==> src/rtl/can_arb_pkg.sv <==
// ----------------------------------------------------------------------------
// can_arb_pkg
// Shared widths, event and fault codes, sequencer types and word structs for
// the CAN identifier arbiter.
// ----------------------------------------------------------------------------
`default_nettype none

package can_arb_pkg;

    // field widths of the event and result words
    localparam int KIND_W       = 3;
    localparam int FRAME_ID_W   = 29;
    localparam int NODE_W       = 4;
    localparam int FRAME_BITS_W = 8;
    localparam int WAIT_W       = 8;
    localparam int FAULT_W      = 2;

    // configuration port
    localparam int APB_ADDR_W = 3;
    localparam int APB_DATA_W = 32;
    localparam int ERR_BITS_W = 8;
    localparam int ARB_DLY_W  = 4;

    localparam logic [ERR_BITS_W-1:0] ERROR_FRAME_RESET = 8'd12;
    localparam logic [ARB_DLY_W-1:0]  ARB_DELAY_RESET   = 4'd1;

    // register index taken from the word address
    localparam logic REG_ERROR_FRAME = 1'b0;
    localparam logic REG_ARB_DELAY   = 1'b1;

    // event kinds
    localparam logic [KIND_W-1:0] KIND_REGISTER  = 3'd0;
    localparam logic [KIND_W-1:0] KIND_WITHDRAW  = 3'd1;
    localparam logic [KIND_W-1:0] KIND_ARBITRATE = 3'd2;
    localparam logic [KIND_W-1:0] KIND_SEEN      = 3'd3;
    localparam logic [KIND_W-1:0] KIND_END       = 3'd4;
    localparam logic [KIND_W-1:0] KIND_ERROR     = 3'd5;
    localparam logic [KIND_W-1:0] KIND_ERROR_END = 3'd6;

    // fault codes
    localparam logic [FAULT_W-1:0] FAULT_NONE = 2'd0;
    localparam logic [FAULT_W-1:0] FAULT_DUAL = 2'd1;
    localparam logic [FAULT_W-1:0] FAULT_FULL = 2'd2;

    // sequencer
    typedef enum logic [1:0] {
        ST_IDLE,
        ST_SCAN,
        ST_OUT
    } arb_state_t;

    typedef enum logic [1:0] {
        SCAN_DROP_ID,
        SCAN_DROP_MARK,
        SCAN_ARB
    } scan_mode_t;

    // configuration values
    typedef struct packed {
        logic [ERR_BITS_W-1:0] error_frame_bits;
        logic [ARB_DLY_W-1:0]  arbitration_delay_bits;
    } cfg_t;

    // result word
    typedef struct packed {
        logic                  grant_valid;
        logic [FRAME_ID_W-1:0] grant_id;
        logic [NODE_W-1:0]     grant_node;
        logic                  done_valid;
        logic [FRAME_ID_W-1:0] done_id;
        logic [NODE_W-1:0]     done_node;
        logic [WAIT_W-1:0]     wait_bits;
        logic                  forward;
        logic                  bus_idle;
        logic [FAULT_W-1:0]    fault;
    } res_t;

endpackage

`default_nettype wire

==> src/rtl/can_arb_evt_if.sv <==
// ----------------------------------------------------------------------------
// can_arb_evt_if
// Event channel: valid/ready handshake with the bus event word.
// ----------------------------------------------------------------------------
`default_nettype none

interface can_arb_evt_if import can_arb_pkg::*; ();

    logic                    valid;
    logic                    ready;
    logic [KIND_W-1:0]       kind;
    logic [FRAME_ID_W-1:0]   frame_id;
    logic [NODE_W-1:0]       node;
    logic                    remote;
    logic [FRAME_BITS_W-1:0] frame_bits;

    modport source (output valid, kind, frame_id, node, remote, frame_bits, input ready);
    modport sink   (input valid, kind, frame_id, node, remote, frame_bits, output ready);

endinterface

`default_nettype wire

==> src/rtl/can_arb_res_if.sv <==
// ----------------------------------------------------------------------------
// can_arb_res_if
// Result channel: valid/ready handshake with the arbitration result word.
// ----------------------------------------------------------------------------
`default_nettype none

interface can_arb_res_if import can_arb_pkg::*; ();

    logic                  valid;
    logic                  ready;
    logic                  grant_valid;
    logic [FRAME_ID_W-1:0] grant_id;
    logic [NODE_W-1:0]     grant_node;
    logic                  done_valid;
    logic [FRAME_ID_W-1:0] done_id;
    logic [NODE_W-1:0]     done_node;
    logic [WAIT_W-1:0]     wait_bits;
    logic                  forward;
    logic                  bus_idle;
    logic [FAULT_W-1:0]    fault;

    modport source (
        output valid, grant_valid, grant_id, grant_node, done_valid, done_id,
               done_node, wait_bits, forward, bus_idle, fault,
        input  ready
    );
    modport sink (
        input  valid, grant_valid, grant_id, grant_node, done_valid, done_id,
               done_node, wait_bits, forward, bus_idle, fault,
        output ready
    );

endinterface

`default_nettype wire

==> src/rtl/can_arb_ram.sv <==
// ----------------------------------------------------------------------------
// can_arb_ram
// Generic simple dual-port RAM: one write port, one read port, registered read.
// ----------------------------------------------------------------------------
`default_nettype none

module can_arb_ram #(
    parameter int WIDTH = 8,
    parameter int DEPTH = 16
) (
    input  wire logic                     clk,
    input  wire logic                     we,
    input  wire logic [$clog2(DEPTH)-1:0] waddr,
    input  wire logic [WIDTH-1:0]         wdata,
    input  wire logic [$clog2(DEPTH)-1:0] raddr,
    output logic      [WIDTH-1:0]         rdata
);

    logic [WIDTH-1:0] mem [DEPTH];
    logic [WIDTH-1:0] rdata_reg;

    // write port
    always_ff @(posedge clk)
    begin
        if (we)
        begin
            mem[waddr] <= wdata;
        end
    end

    // registered read port
    always_ff @(posedge clk)
    begin
        rdata_reg <= mem[raddr];
    end

    assign rdata = rdata_reg;

endmodule

`default_nettype wire

==> src/rtl/can_arb_cfg.sv <==
// ----------------------------------------------------------------------------
// can_arb_cfg
// APB register file for the error frame length and the arbitration delay.
// ----------------------------------------------------------------------------
`default_nettype none

module can_arb_cfg import can_arb_pkg::*; (
    input  wire logic                  clk,
    input  wire logic                  rst_n,
    input  wire logic                  psel,
    input  wire logic                  penable,
    input  wire logic                  pwrite,
    input  wire logic [APB_ADDR_W-1:0] paddr,
    input  wire logic [APB_DATA_W-1:0] pwdata,
    output logic      [APB_DATA_W-1:0] prdata,
    output logic                       pready,
    output cfg_t                       cfg
);

    cfg_t cfg_reg;
    cfg_t cfg_next;
    logic wr_en;
    logic reg_idx;

    assign pready  = 1'b1;
    assign wr_en   = psel && penable && pwrite;
    assign reg_idx = paddr[2];

    // register write decode
    always_comb
    begin
        cfg_next = cfg_reg;
        if (wr_en)
        begin
            unique case (reg_idx)
                REG_ERROR_FRAME: cfg_next.error_frame_bits = pwdata[ERR_BITS_W-1:0];
                REG_ARB_DELAY:   cfg_next.arbitration_delay_bits = pwdata[ARB_DLY_W-1:0];
            endcase
        end
    end

    always_ff @(posedge clk or negedge rst_n)
    begin
        if (!rst_n)
        begin
            cfg_reg.error_frame_bits       <= ERROR_FRAME_RESET;
            cfg_reg.arbitration_delay_bits <= ARB_DELAY_RESET;
        end
        else
        begin
            cfg_reg <= cfg_next;
        end
    end

    // read mux
    always_comb
    begin
        unique case (reg_idx)
            REG_ERROR_FRAME: prdata = APB_DATA_W'(cfg_reg.error_frame_bits);
            REG_ARB_DELAY:   prdata = APB_DATA_W'(cfg_reg.arbitration_delay_bits);
        endcase
    end

    assign cfg = cfg_reg;

endmodule

`default_nettype wire

==> src/rtl/can_bus_priority_arbiter_unit.sv <==
// ----------------------------------------------------------------------------
// can_bus_priority_arbiter_unit
// CAN identifier arbiter: pending send requests live in a RAM table kept in
// arrival order; a sequencer scans it to arbitrate and to delete entries.
// ----------------------------------------------------------------------------
// order: register, frame seen, error and ignored words give their result without a
//   table pass; withdraw, arbitrate and error end make one pass over the table, and
//   frame end makes a delete pass and then an arbitration pass
// throughput: one word in flight; the table scan (one RAM read per entry) sets it,
//   and the next word is taken as soon as the result moves to the output register
// reset: table empty, bus idle, error frame 12 bit times, arbitration delay 1;
//   the table RAM needs no clearing pass
`default_nettype none

module can_bus_priority_arbiter_unit import can_arb_pkg::*; #(
    parameter int TABLE_DEPTH = 16,
    parameter int NODE_COUNT  = 16,
    parameter int ID_WIDTH    = 29
) (
    input  wire logic                  clk,
    input  wire logic                  rst_n,
    can_arb_evt_if.sink                evt,
    can_arb_res_if.source              res,
    input  wire logic                  psel,
    input  wire logic                  penable,
    input  wire logic                  pwrite,
    input  wire logic [APB_ADDR_W-1:0] paddr,
    input  wire logic [APB_DATA_W-1:0] pwdata,
    output logic      [APB_DATA_W-1:0] prdata,
    output logic                       pready
);

    localparam int IW = $clog2(TABLE_DEPTH);
    localparam int CW = $clog2(TABLE_DEPTH + 1);
    localparam int EW = ID_WIDTH + NODE_W + 1;

    cfg_t cfg;

    // control state
    arb_state_t             state_reg, state_next;
    scan_mode_t             mode_reg, mode_next;
    logic [CW-1:0]          count_reg, count_next;
    logic [TABLE_DEPTH-1:0] mark_reg, mark_next;
    logic                   idle_flag_reg, idle_flag_next;
    logic                   error_active_reg, error_active_next;
    logic                   frame_pending_reg, frame_pending_next;
    logic [ID_WIDTH-1:0]    cur_ident_reg, cur_ident_next;
    logic [NODE_W-1:0]      cur_node_reg, cur_node_next;
    logic                   cur_valid_reg, cur_valid_next;
    logic                   out_valid_reg, out_valid_next;
    logic [CW-1:0]          iss_reg, iss_next;
    logic [CW-1:0]          wr_ptr_reg, wr_ptr_next;
    logic                   pv_reg, pv_next;
    logic                   arb_after_reg, arb_after_next;
    logic                   found_reg, found_next;
    logic                   have_data_reg, have_data_next;
    logic                   multi_reg, multi_next;

    // payload state
    logic [IW-1:0]       pidx_reg, pidx_next;
    logic [ID_WIDTH-1:0] best_reg, best_next;
    logic [NODE_W-1:0]   gnode_reg, gnode_next;
    logic [ID_WIDTH-1:0] wid_reg, wid_next;
    res_t                acc_reg, acc_next;
    res_t                out_reg, out_next;

    // table RAM ports
    logic          ram_we;
    logic [IW-1:0] ram_waddr;
    logic [EW-1:0] ram_wdata;
    logic [IW-1:0] ram_raddr;
    logic [EW-1:0] ram_rdata;

    logic                   accept;
    logic                   out_free;
    logic                   scan_done;
    logic                   needs_scan;
    logic                   node_ok;
    logic [ID_WIDTH-1:0]    evt_ident;
    logic [ID_WIDTH-1:0]    r_ident;
    logic [NODE_W-1:0]      r_node;
    logic                   r_remote;
    logic [TABLE_DEPTH-1:0] valid_mask;

    can_arb_cfg u_cfg (
        .clk     (clk),
        .rst_n   (rst_n),
        .psel    (psel),
        .penable (penable),
        .pwrite  (pwrite),
        .paddr   (paddr),
        .pwdata  (pwdata),
        .prdata  (prdata),
        .pready  (pready),
        .cfg     (cfg)
    );

    // entry word: remote, node, identifier
    can_arb_ram #(
        .WIDTH (EW),
        .DEPTH (TABLE_DEPTH)
    ) u_ram (
        .clk   (clk),
        .we    (ram_we),
        .waddr (ram_waddr),
        .wdata (ram_wdata),
        .raddr (ram_raddr),
        .rdata (ram_rdata)
    );

    assign r_ident  = ram_rdata[ID_WIDTH-1:0];
    assign r_node   = ram_rdata[ID_WIDTH +: NODE_W];
    assign r_remote = ram_rdata[EW-1];

    assign evt_ident = evt.frame_id[ID_WIDTH-1:0];
    assign node_ok   = int'(evt.node) < NODE_COUNT;
    assign accept    = evt.valid && evt.ready;
    assign out_free  = !out_valid_reg || res.ready;
    assign scan_done = (iss_reg == count_reg) && !pv_reg;

    // events that need a pass over the table
    always_comb
    begin
        case (evt.kind)
            KIND_WITHDRAW, KIND_ARBITRATE: needs_scan = 1'b1;
            KIND_END:                      needs_scan = frame_pending_reg;
            KIND_ERROR_END:                needs_scan = error_active_reg;
            default:                       needs_scan = 1'b0;
        endcase
    end

    // occupied table positions
    always_comb
    begin
        for (int k = 0; k < TABLE_DEPTH; k++)
        begin
            valid_mask[k] = CW'(k) < count_reg;
        end
    end

    // next state
    always_comb
    begin
        state_next = state_reg;
        unique case (state_reg)
            ST_IDLE:
            begin
                if (accept)
                begin
                    state_next = needs_scan ? ST_SCAN : ST_OUT;
                end
            end
            ST_SCAN:
            begin
                if (scan_done && !(mode_reg != SCAN_ARB && arb_after_reg))
                begin
                    state_next = ST_OUT;
                end
            end
            ST_OUT:
            begin
                if (out_free)
                begin
                    state_next = ST_IDLE;
                end
            end
            default: state_next = ST_IDLE;
        endcase
    end

    assign evt.ready = state_reg == ST_IDLE;

    // datapath and table updates
    always_comb
    begin
        mode_next          = mode_reg;
        count_next         = count_reg;
        mark_next          = mark_reg;
        idle_flag_next     = idle_flag_reg;
        error_active_next  = error_active_reg;
        frame_pending_next = frame_pending_reg;
        cur_ident_next     = cur_ident_reg;
        cur_node_next      = cur_node_reg;
        cur_valid_next     = cur_valid_reg;
        iss_next           = iss_reg;
        wr_ptr_next        = wr_ptr_reg;
        pv_next            = pv_reg;
        arb_after_next     = arb_after_reg;
        found_next         = found_reg;
        have_data_next     = have_data_reg;
        multi_next         = multi_reg;
        pidx_next          = pidx_reg;
        best_next          = best_reg;
        gnode_next         = gnode_reg;
        wid_next           = wid_reg;
        acc_next           = acc_reg;
        out_next           = out_reg;
        out_valid_next     = out_valid_reg && !res.ready;

        ram_we    = 1'b0;
        ram_waddr = wr_ptr_reg[IW-1:0];
        ram_wdata = ram_rdata;
        ram_raddr = iss_reg[IW-1:0];

        unique case (state_reg)
            ST_IDLE:
            begin
                if (accept)
                begin
                    acc_next    = '0;
                    iss_next    = '0;
                    wr_ptr_next = '0;
                    pv_next     = 1'b0;
                    found_next  = 1'b0;
                    have_data_next = 1'b0;
                    multi_next  = 1'b0;
                    arb_after_next = 1'b0;
                    wid_next    = evt_ident;
                    case (evt.kind)
                        KIND_REGISTER:
                        begin
                            if (node_ok)
                            begin
                                if (count_reg == CW'(TABLE_DEPTH))
                                begin
                                    acc_next.fault = FAULT_FULL;
                                end
                                else
                                begin
                                    ram_we    = 1'b1;
                                    ram_waddr = count_reg[IW-1:0];
                                    ram_wdata = {evt.remote, evt.node, evt_ident};
                                    mark_next[count_reg[IW-1:0]] = 1'b0;
                                    count_next = count_reg + 1'b1;
                                    if (idle_flag_reg)
                                    begin
                                        acc_next.wait_bits =
                                            WAIT_W'(cfg.arbitration_delay_bits);
                                        idle_flag_next = 1'b0;
                                    end
                                end
                            end
                        end
                        KIND_WITHDRAW:
                        begin
                            mode_next = SCAN_DROP_ID;
                        end
                        KIND_ARBITRATE:
                        begin
                            mode_next = SCAN_ARB;
                            mark_next = '0;
                        end
                        KIND_SEEN:
                        begin
                            frame_pending_next = 1'b1;
                            acc_next.wait_bits = evt.frame_bits;
                            acc_next.forward   = 1'b1;
                        end
                        KIND_END:
                        begin
                            if (frame_pending_reg)
                            begin
                                if (cur_valid_reg)
                                begin
                                    acc_next.done_valid = 1'b1;
                                    acc_next.done_id    = FRAME_ID_W'(cur_ident_reg);
                                    acc_next.done_node  = cur_node_reg;
                                end
                                mode_next          = SCAN_DROP_MARK;
                                arb_after_next     = 1'b1;
                                error_active_next  = 1'b0;
                                frame_pending_next = 1'b0;
                            end
                        end
                        KIND_ERROR:
                        begin
                            frame_pending_next = 1'b0;
                            if (!error_active_reg)
                            begin
                                error_active_next  = 1'b1;
                                acc_next.wait_bits = cfg.error_frame_bits;
                                acc_next.forward   = 1'b1;
                            end
                        end
                        KIND_ERROR_END:
                        begin
                            if (error_active_reg)
                            begin
                                frame_pending_next = 1'b0;
                                error_active_next  = 1'b0;
                                mark_next          = '0;
                                mode_next          = SCAN_ARB;
                            end
                        end
                        default: ;
                    endcase
                end
            end

            ST_SCAN:
            begin
                // read side: one entry a cycle
                if (iss_reg != count_reg)
                begin
                    pv_next   = 1'b1;
                    pidx_next = iss_reg[IW-1:0];
                    iss_next  = iss_reg + 1'b1;
                end
                else
                begin
                    pv_next = 1'b0;
                end

                // process the entry read last cycle
                if (pv_reg)
                begin
                    if (mode_reg == SCAN_ARB)
                    begin
                        if (!found_reg || r_ident < best_reg)
                        begin
                            // new lowest identifier restarts the marks
                            best_next      = r_ident;
                            gnode_next     = r_node;
                            found_next     = 1'b1;
                            have_data_next = !r_remote;
                            multi_next     = 1'b0;
                            mark_next      = '0;
                            mark_next[pidx_reg] = 1'b1;
                        end
                        else if (r_ident == best_reg)
                        begin
                            mark_next[pidx_reg] = 1'b1;
                            if (!r_remote)
                            begin
                                if (!have_data_reg)
                                begin
                                    gnode_next = r_node;
                                end
                                multi_next     = multi_reg || have_data_reg;
                                have_data_next = 1'b1;
                            end
                        end
                    end
                    else
                    begin
                        // compaction: kept entries move down behind the reads
                        if (!((mode_reg == SCAN_DROP_ID) ? (r_ident == wid_reg)
                                                         : mark_reg[pidx_reg]))
                        begin
                            ram_we    = 1'b1;
                            ram_waddr = wr_ptr_reg[IW-1:0];
                            ram_wdata = ram_rdata;
                            mark_next[wr_ptr_reg[IW-1:0]] = mark_reg[pidx_reg];
                            wr_ptr_next = wr_ptr_reg + 1'b1;
                        end
                    end
                end

                // end of pass
                if (scan_done)
                begin
                    if (mode_reg == SCAN_ARB)
                    begin
                        if (!found_reg)
                        begin
                            idle_flag_next = 1'b1;
                            cur_valid_next = 1'b0;
                            cur_ident_next = '1;
                            cur_node_next  = '0;
                        end
                        else
                        begin
                            idle_flag_next       = 1'b0;
                            cur_valid_next       = 1'b1;
                            cur_ident_next       = best_reg;
                            cur_node_next        = gnode_reg;
                            acc_next.grant_valid = 1'b1;
                            acc_next.grant_id    = FRAME_ID_W'(best_reg);
                            acc_next.grant_node  = gnode_reg;
                            if (multi_reg)
                            begin
                                acc_next.fault = FAULT_DUAL;
                            end
                        end
                    end
                    else
                    begin
                        count_next = wr_ptr_reg;
                        for (int k = 0; k < TABLE_DEPTH; k++)
                        begin
                            if (CW'(k) >= wr_ptr_reg)
                            begin
                                mark_next[k] = 1'b0;
                            end
                        end
                        if (arb_after_reg)
                        begin
                            mode_next      = SCAN_ARB;
                            mark_next      = '0;
                            iss_next       = '0;
                            pv_next        = 1'b0;
                            found_next     = 1'b0;
                            have_data_next = 1'b0;
                            multi_next     = 1'b0;
                        end
                    end
                end
            end

            ST_OUT:
            begin
                if (out_free)
                begin
                    out_next          = acc_reg;
                    out_next.bus_idle = idle_flag_reg;
                    out_valid_next    = 1'b1;
                end
            end

            default: ;
        endcase
    end

    // control registers
    always_ff @(posedge clk or negedge rst_n)
    begin
        if (!rst_n)
        begin
            state_reg         <= ST_IDLE;
            mode_reg          <= SCAN_ARB;
            count_reg         <= '0;
            mark_reg          <= '0;
            idle_flag_reg     <= 1'b1;
            error_active_reg  <= 1'b0;
            frame_pending_reg <= 1'b0;
            cur_ident_reg     <= '1;
            cur_node_reg      <= '0;
            cur_valid_reg     <= 1'b0;
            out_valid_reg     <= 1'b0;
            iss_reg           <= '0;
            wr_ptr_reg        <= '0;
            pv_reg            <= 1'b0;
            arb_after_reg     <= 1'b0;
            found_reg         <= 1'b0;
            have_data_reg     <= 1'b0;
            multi_reg         <= 1'b0;
        end
        else
        begin
            state_reg         <= state_next;
            mode_reg          <= mode_next;
            count_reg         <= count_next;
            mark_reg          <= mark_next;
            idle_flag_reg     <= idle_flag_next;
            error_active_reg  <= error_active_next;
            frame_pending_reg <= frame_pending_next;
            cur_ident_reg     <= cur_ident_next;
            cur_node_reg      <= cur_node_next;
            cur_valid_reg     <= cur_valid_next;
            out_valid_reg     <= out_valid_next;
            iss_reg           <= iss_next;
            wr_ptr_reg        <= wr_ptr_next;
            pv_reg            <= pv_next;
            arb_after_reg     <= arb_after_next;
            found_reg         <= found_next;
            have_data_reg     <= have_data_next;
            multi_reg         <= multi_next;
        end
    end

    // payload registers
    always_ff @(posedge clk)
    begin
        pidx_reg  <= pidx_next;
        best_reg  <= best_next;
        gnode_reg <= gnode_next;
        wid_reg   <= wid_next;
        acc_reg   <= acc_next;
        out_reg   <= out_next;
    end

    // result channel
    assign res.valid       = out_valid_reg;
    assign res.grant_valid = out_reg.grant_valid;
    assign res.grant_id    = out_reg.grant_id;
    assign res.grant_node  = out_reg.grant_node;
    assign res.done_valid  = out_reg.done_valid;
    assign res.done_id     = out_reg.done_id;
    assign res.done_node   = out_reg.done_node;
    assign res.wait_bits   = out_reg.wait_bits;
    assign res.forward     = out_reg.forward;
    assign res.bus_idle    = out_reg.bus_idle;
    assign res.fault       = out_reg.fault;

    // table fill never exceeds the depth
    a_count_bound: assert property (@(posedge clk) disable iff (!rst_n)
        count_reg <= CW'(TABLE_DEPTH))
        else $error("table count beyond depth");

    // marks only sit on occupied positions outside a pass
    a_marks_in_table: assert property (@(posedge clk) disable iff (!rst_n)
        state_reg != ST_SCAN |-> (mark_reg & ~valid_mask) == '0)
        else $error("mark on empty table position");

    // compaction writes never overtake the read pointer
    a_write_behind_read: assert property (@(posedge clk) disable iff (!rst_n)
        state_reg == ST_SCAN && ram_we |-> ram_waddr <= pidx_reg)
        else $error("compaction write ahead of read");

    // a granted bus is never reported idle
    a_grant_busy: assert property (@(posedge clk) disable iff (!rst_n)
        res.valid && res.grant_valid |-> !res.bus_idle)
        else $error("grant with idle bus");

    // dual sender fault only comes with a grant
    a_dual_has_grant: assert property (@(posedge clk) disable iff (!rst_n)
        res.valid && res.fault == FAULT_DUAL |-> res.grant_valid)
        else $error("dual sender fault without grant");

endmodule

`default_nettype wire
==> src/flat_wrapper.sv <==
// flat-port wrapper written by rule: the top's interface ports become plain ports
module can_bus_priority_arbiter_unit_flat import can_arb_pkg::*;
#(
    parameter int TABLE_DEPTH = 16,
    parameter int NODE_COUNT  = 16,
    parameter int ID_WIDTH    = 29
)
  (clk, rst_n, psel, penable, pwrite, paddr, pwdata, prdata, pready, evt_valid, evt_kind, evt_frame_id, evt_node, evt_remote, evt_frame_bits, evt_ready, res_valid, res_grant_valid, res_grant_id, res_grant_node, res_done_valid, res_done_id, res_done_node, res_wait_bits, res_forward, res_bus_idle, res_fault, res_ready);
  can_arb_evt_if evt_i ();
  can_arb_res_if res_i ();
  input  wire logic clk;
  input  wire logic rst_n;
  input  wire logic psel;
  input  wire logic penable;
  input  wire logic pwrite;
  input  wire logic [APB_ADDR_W-1:0] paddr;
  input  wire logic [APB_DATA_W-1:0] pwdata;
  output logic      [APB_DATA_W-1:0] prdata;
  output logic pready;
  input wire logic [$bits(evt_i.valid)-1:0] evt_valid;
  input wire logic [$bits(evt_i.kind)-1:0] evt_kind;
  input wire logic [$bits(evt_i.frame_id)-1:0] evt_frame_id;
  input wire logic [$bits(evt_i.node)-1:0] evt_node;
  input wire logic [$bits(evt_i.remote)-1:0] evt_remote;
  input wire logic [$bits(evt_i.frame_bits)-1:0] evt_frame_bits;
  output wire logic [$bits(evt_i.ready)-1:0] evt_ready;
  output wire logic [$bits(res_i.valid)-1:0] res_valid;
  output wire logic [$bits(res_i.grant_valid)-1:0] res_grant_valid;
  output wire logic [$bits(res_i.grant_id)-1:0] res_grant_id;
  output wire logic [$bits(res_i.grant_node)-1:0] res_grant_node;
  output wire logic [$bits(res_i.done_valid)-1:0] res_done_valid;
  output wire logic [$bits(res_i.done_id)-1:0] res_done_id;
  output wire logic [$bits(res_i.done_node)-1:0] res_done_node;
  output wire logic [$bits(res_i.wait_bits)-1:0] res_wait_bits;
  output wire logic [$bits(res_i.forward)-1:0] res_forward;
  output wire logic [$bits(res_i.bus_idle)-1:0] res_bus_idle;
  output wire logic [$bits(res_i.fault)-1:0] res_fault;
  input wire logic [$bits(res_i.ready)-1:0] res_ready;
  assign evt_i.valid = evt_valid;
  assign evt_i.kind = evt_kind;
  assign evt_i.frame_id = evt_frame_id;
  assign evt_i.node = evt_node;
  assign evt_i.remote = evt_remote;
  assign evt_i.frame_bits = evt_frame_bits;
  assign evt_ready = evt_i.ready;
  assign res_valid = res_i.valid;
  assign res_grant_valid = res_i.grant_valid;
  assign res_grant_id = res_i.grant_id;
  assign res_grant_node = res_i.grant_node;
  assign res_done_valid = res_i.done_valid;
  assign res_done_id = res_i.done_id;
  assign res_done_node = res_i.done_node;
  assign res_wait_bits = res_i.wait_bits;
  assign res_forward = res_i.forward;
  assign res_bus_idle = res_i.bus_idle;
  assign res_fault = res_i.fault;
  assign res_i.ready = res_ready;
  can_bus_priority_arbiter_unit #(.TABLE_DEPTH(TABLE_DEPTH), .NODE_COUNT(NODE_COUNT), .ID_WIDTH(ID_WIDTH)) u_core (.clk(clk), .rst_n(rst_n), .evt(evt_i), .res(res_i), .psel(psel), .penable(penable), .pwrite(pwrite), .paddr(paddr), .pwdata(pwdata), .prdata(prdata), .pready(pready));
endmodule
==> config.mk <==
export PLATFORM = sky130hd
export DESIGN_NAME = can_bus_priority_arbiter_unit_flat
export DESIGN_NICKNAME = d
export VERILOG_FILES = /design/src/rtl/can_arb_pkg.sv /design/src/rtl/can_arb_evt_if.sv /design/src/rtl/can_arb_res_if.sv /design/src/rtl/can_arb_ram.sv /design/src/rtl/can_arb_cfg.sv /design/src/rtl/can_bus_priority_arbiter_unit.sv /design/src/flat_wrapper.sv
export SDC_FILE = /design/constraint.sdc
export NUM_CORES = 1
export LEC_CHECK = 0
export BUFFER_PORTS_ARGS = -buffer_cell sky130_fd_sc_hd__clkbuf_2
export CAP_MARGIN = 20
export CORE_AREA = 2 2 302 304
export CTS_CLUSTER_SIZE = 12
export DETAILED_ROUTE_END_ITERATION = 8
export DIE_AREA = 0 0 304 306
export PLACE_DENSITY = 0.67
export SYNTH_ARGS = -nofsm -noshare
export SYNTH_HDL_FRONTEND = slang
export SYNTH_SLANG_ARGS = --single-unit
==> constraint.sdc <==
create_clock -name clk -period 3.5 [get_ports clk]
set_input_delay 0.7 -clock clk [delete_from_list [all_inputs] [get_ports clk]]
set_output_delay 0.7 -clock clk [all_outputs]
set_load 0.005 [all_outputs]
==> impl_metrics.yaml <==
status:
  outcome: "finished, final reports clean"
pwr:
  peakVddDrop_uv: 509
  power.total_mw: 30.6
  p_leak_nw: 14.2
  p_per_area_nw_per_um2: 739
clocking:
  numCtsBuffers: 91
  postCtsSetupRepairBufs: 0
  hold_buffers: 0
  postCtsResizedCells: 0
  insertion_delay_ps: 670
  cts_tree: "built"
  clock_sink_count: 893
  cts_root_buffer: "clkbuf_16"
  cts.path.max_buffers: 3
  clkTransAtPathRegs_ps: 70
  cts_max_level: 3
setup_path:
  worstSetupPathType: "flip-flop to flip-flop"
  r2r_end: "u_core.u_ram.mem[6][26]"
  worstPathMaxFanout: 18
  cp_slowest_cell: "edfxtp_1"
  slowest_delay_ps: 530
  r2r_cells: 7
  crit_arrival_ps: 3560
  end_kind: "flip-flop"
  crit_path_start_kind: "flip-flop"
  cp.required_ps: 3830
  reg2reg_slack_ps: 270
  crit_chain: "or2_1 -> a211oi_1 -> o32ai_2 -> o31ai_1 -> a32o_1 -> nor2b_4 -> buf_12"
  r2r-start: "u_core.pidx_reg[0]"
floorplanning:
  ioPinCount: 202
  row_count: 110
  dieArea_sq_um: 93000
  fp.dieH_microns: 306
  die_w_microns: 304
  initial_utilization: 0.397
  fp.coreArea_sq_um: 89600
cells_and_area:
  final_cell_count_no_fill: 3547
  area_growth_pct: 16.5
  final_layout_size_suffix_gt1_frac: 0.261
  layout_common_cells: "edfxtp_1, nand2_1, mux4_2"
  final_nets: 2421
  n_antenna_cell: 0
  post-route-util: 0.462
  fill_cells: 7545
  largest_reg_flops: 544
  final_common_cell: "edfxtp_1"
yosys:
  post_synth_fa_ha_maj_area_fraction: 0.0134
  syn_area_per_cell_sq_um: 17.2
  synth_xor_area_frac: 0.00912
  ys_top_cells_by_area: "edfxtp_1, mux4_2, dfrtp_1"
  synthSimpleGateAreaFrac: 0.0593
  synth_edf_count: 769
  synth_compound_area_frac: 0.0465
  synth_top_cell_by_area: "edfxtp_1"
  yosys_register_bits: 893
  ys_types: 71
  synthFlopType: "edfxtp_1"
  synth_top_area_share: 0.650
  syn_inst: 2067
  mappedNetlistArea_sq_um: 35600
  async_reset_ff_frac: 0.101
  synthMuxAreaShare: 0.115
  synth_top_family_by_area: "multiplexers"
  yosysWarnings: 0
  yosysSeqAreaShare: 0.733
sta:
  final-hold-violation-count: 0
  max-slew-margin-rel: 0.207
  fin_skew_ps: 47.0
  layout_min_cycle_time_ps: 3230
  post-route-period-util: 0.923
  drv_slew: 0
  setup_viol: 0
  finalSetupTns_ps: 0
  fmax_mhz: 309
  worst_pin_slew_ps: 1190
  rsz0062_at_grt: "no"
detailed_routing:
  drt_pass1_iterations: 8
  route.detailed.wl_per_inst_microns: 23.9
  drcViolationCount: 0
  vias: 19200
  drtAntennaViolNets: 0
  routed_wl_microns: 84600
  drt_iter0_drc: 1932
  vias_per_cell: 5.41
global_route:
  grt_max_degree: 141
  antenna_found_initial: 1
  gr-total-overflow: 0
  grt_pass1_wl_microns: 126000
  grt_usage: 0.180
  grt_pass1_vias: 19300
flow_run:
  drv_cap: 0
placement:
  place_congestion: 0.902
  io_buffers: 150
  dp_hpwl_microns: 53600
  dp_cells: 3379
worst_hold_path:
  worstHoldPathType: "input port to async pin"
## worst max-delay path: cells and delay by family (launching register included)
| family | cells | cell delay (ps) |
|---|---|---|
| compound gates | 4 | 1370 |
| buf+inv | 1 | 250 |
| flops | 1 | 530 |
| simple gates | 2 | 740 |
## synth_stat cells, types with 29 or more instances
cell        n
edfxtp_1  769
nand2_1   189
mux4_2    172
nor2_1    116
o21ai_0    88
clkbuf_1   67
inv_1      59
dfrtp_1    56
a21oi_1    53
and2_1     39
ha_1       38
dfstp_2    34
dfxtp_1    34
xnor2_1    29
## report_power, final
part	leakage, nW	internal (mW)	switching, mW	total (mW)
Combinational	4.48	2.33	3.92	6.26
Clock	1.37	5.17	4.01	9.18
Sequential	8.36	14.2	1.02	15.2
Total	14.2	21.7	8.95	30.6
## stage by stage
stage	worst slack [ps]	area [sq um]	hold WS [ps]
final	268	41400	207
after global routing	76.8	41400	232
after CTS	236	41400	209
after detailed placement	279	38600	405
after global placement	290	38600	403
after floorplan	-420	35700	400
## layer usage
layer	GRT usage	wire, microns	vias up
met5	0	0	-
met4	0.0537	2100	0
met3	0.0301	5510	143
met2	0.300	41600	745
met1	0.245	35500	9829
li1	-	-	8456
## cell families (layout without fill, tap and decap cells)
logic type	Yosys count	after routing
AO/OA/AOI/OAI	257	257
multiplexers	192	192
adder cells (fa/ha/maj)	38	38
buffers and inverters	184	465
AND/OR/NAND/NOR	464	464
flip-flops	893	893
XOR/XNOR	37	37
other	2	25
## cell type report
class                      count  area [sq um]  share of cell area
clock inverter                24           264             0.00637
inverter                      60           226             0.00547
tap                         1176          1470              0.0355
timing repair buffer         237          1920              0.0463
clock buffer                 144          2580              0.0622
sequential                   893         26100               0.629
multi-input combinational   1013          8900               0.215
## worst max path at each step
stage                                     to  slack [ps]                from
finish               u_core.u_ram.mem[6][26]         270  u_core.pidx_reg[0]
detailed placement  u_core.u_ram.mem[13][20]         280           evt_valid
global placement    u_core.u_ram.mem[13][18]         290           evt_valid
CTS                  u_core.u_ram.mem[6][26]         240  u_core.pidx_reg[0]
global route         u_core.u_ram.mem[6][26]          80  u_core.pidx_reg[0]
floorplan            u_core.u_ram.mem[15][0]        -420         evt_kind[2]
(Power assumes the default switching activity.)
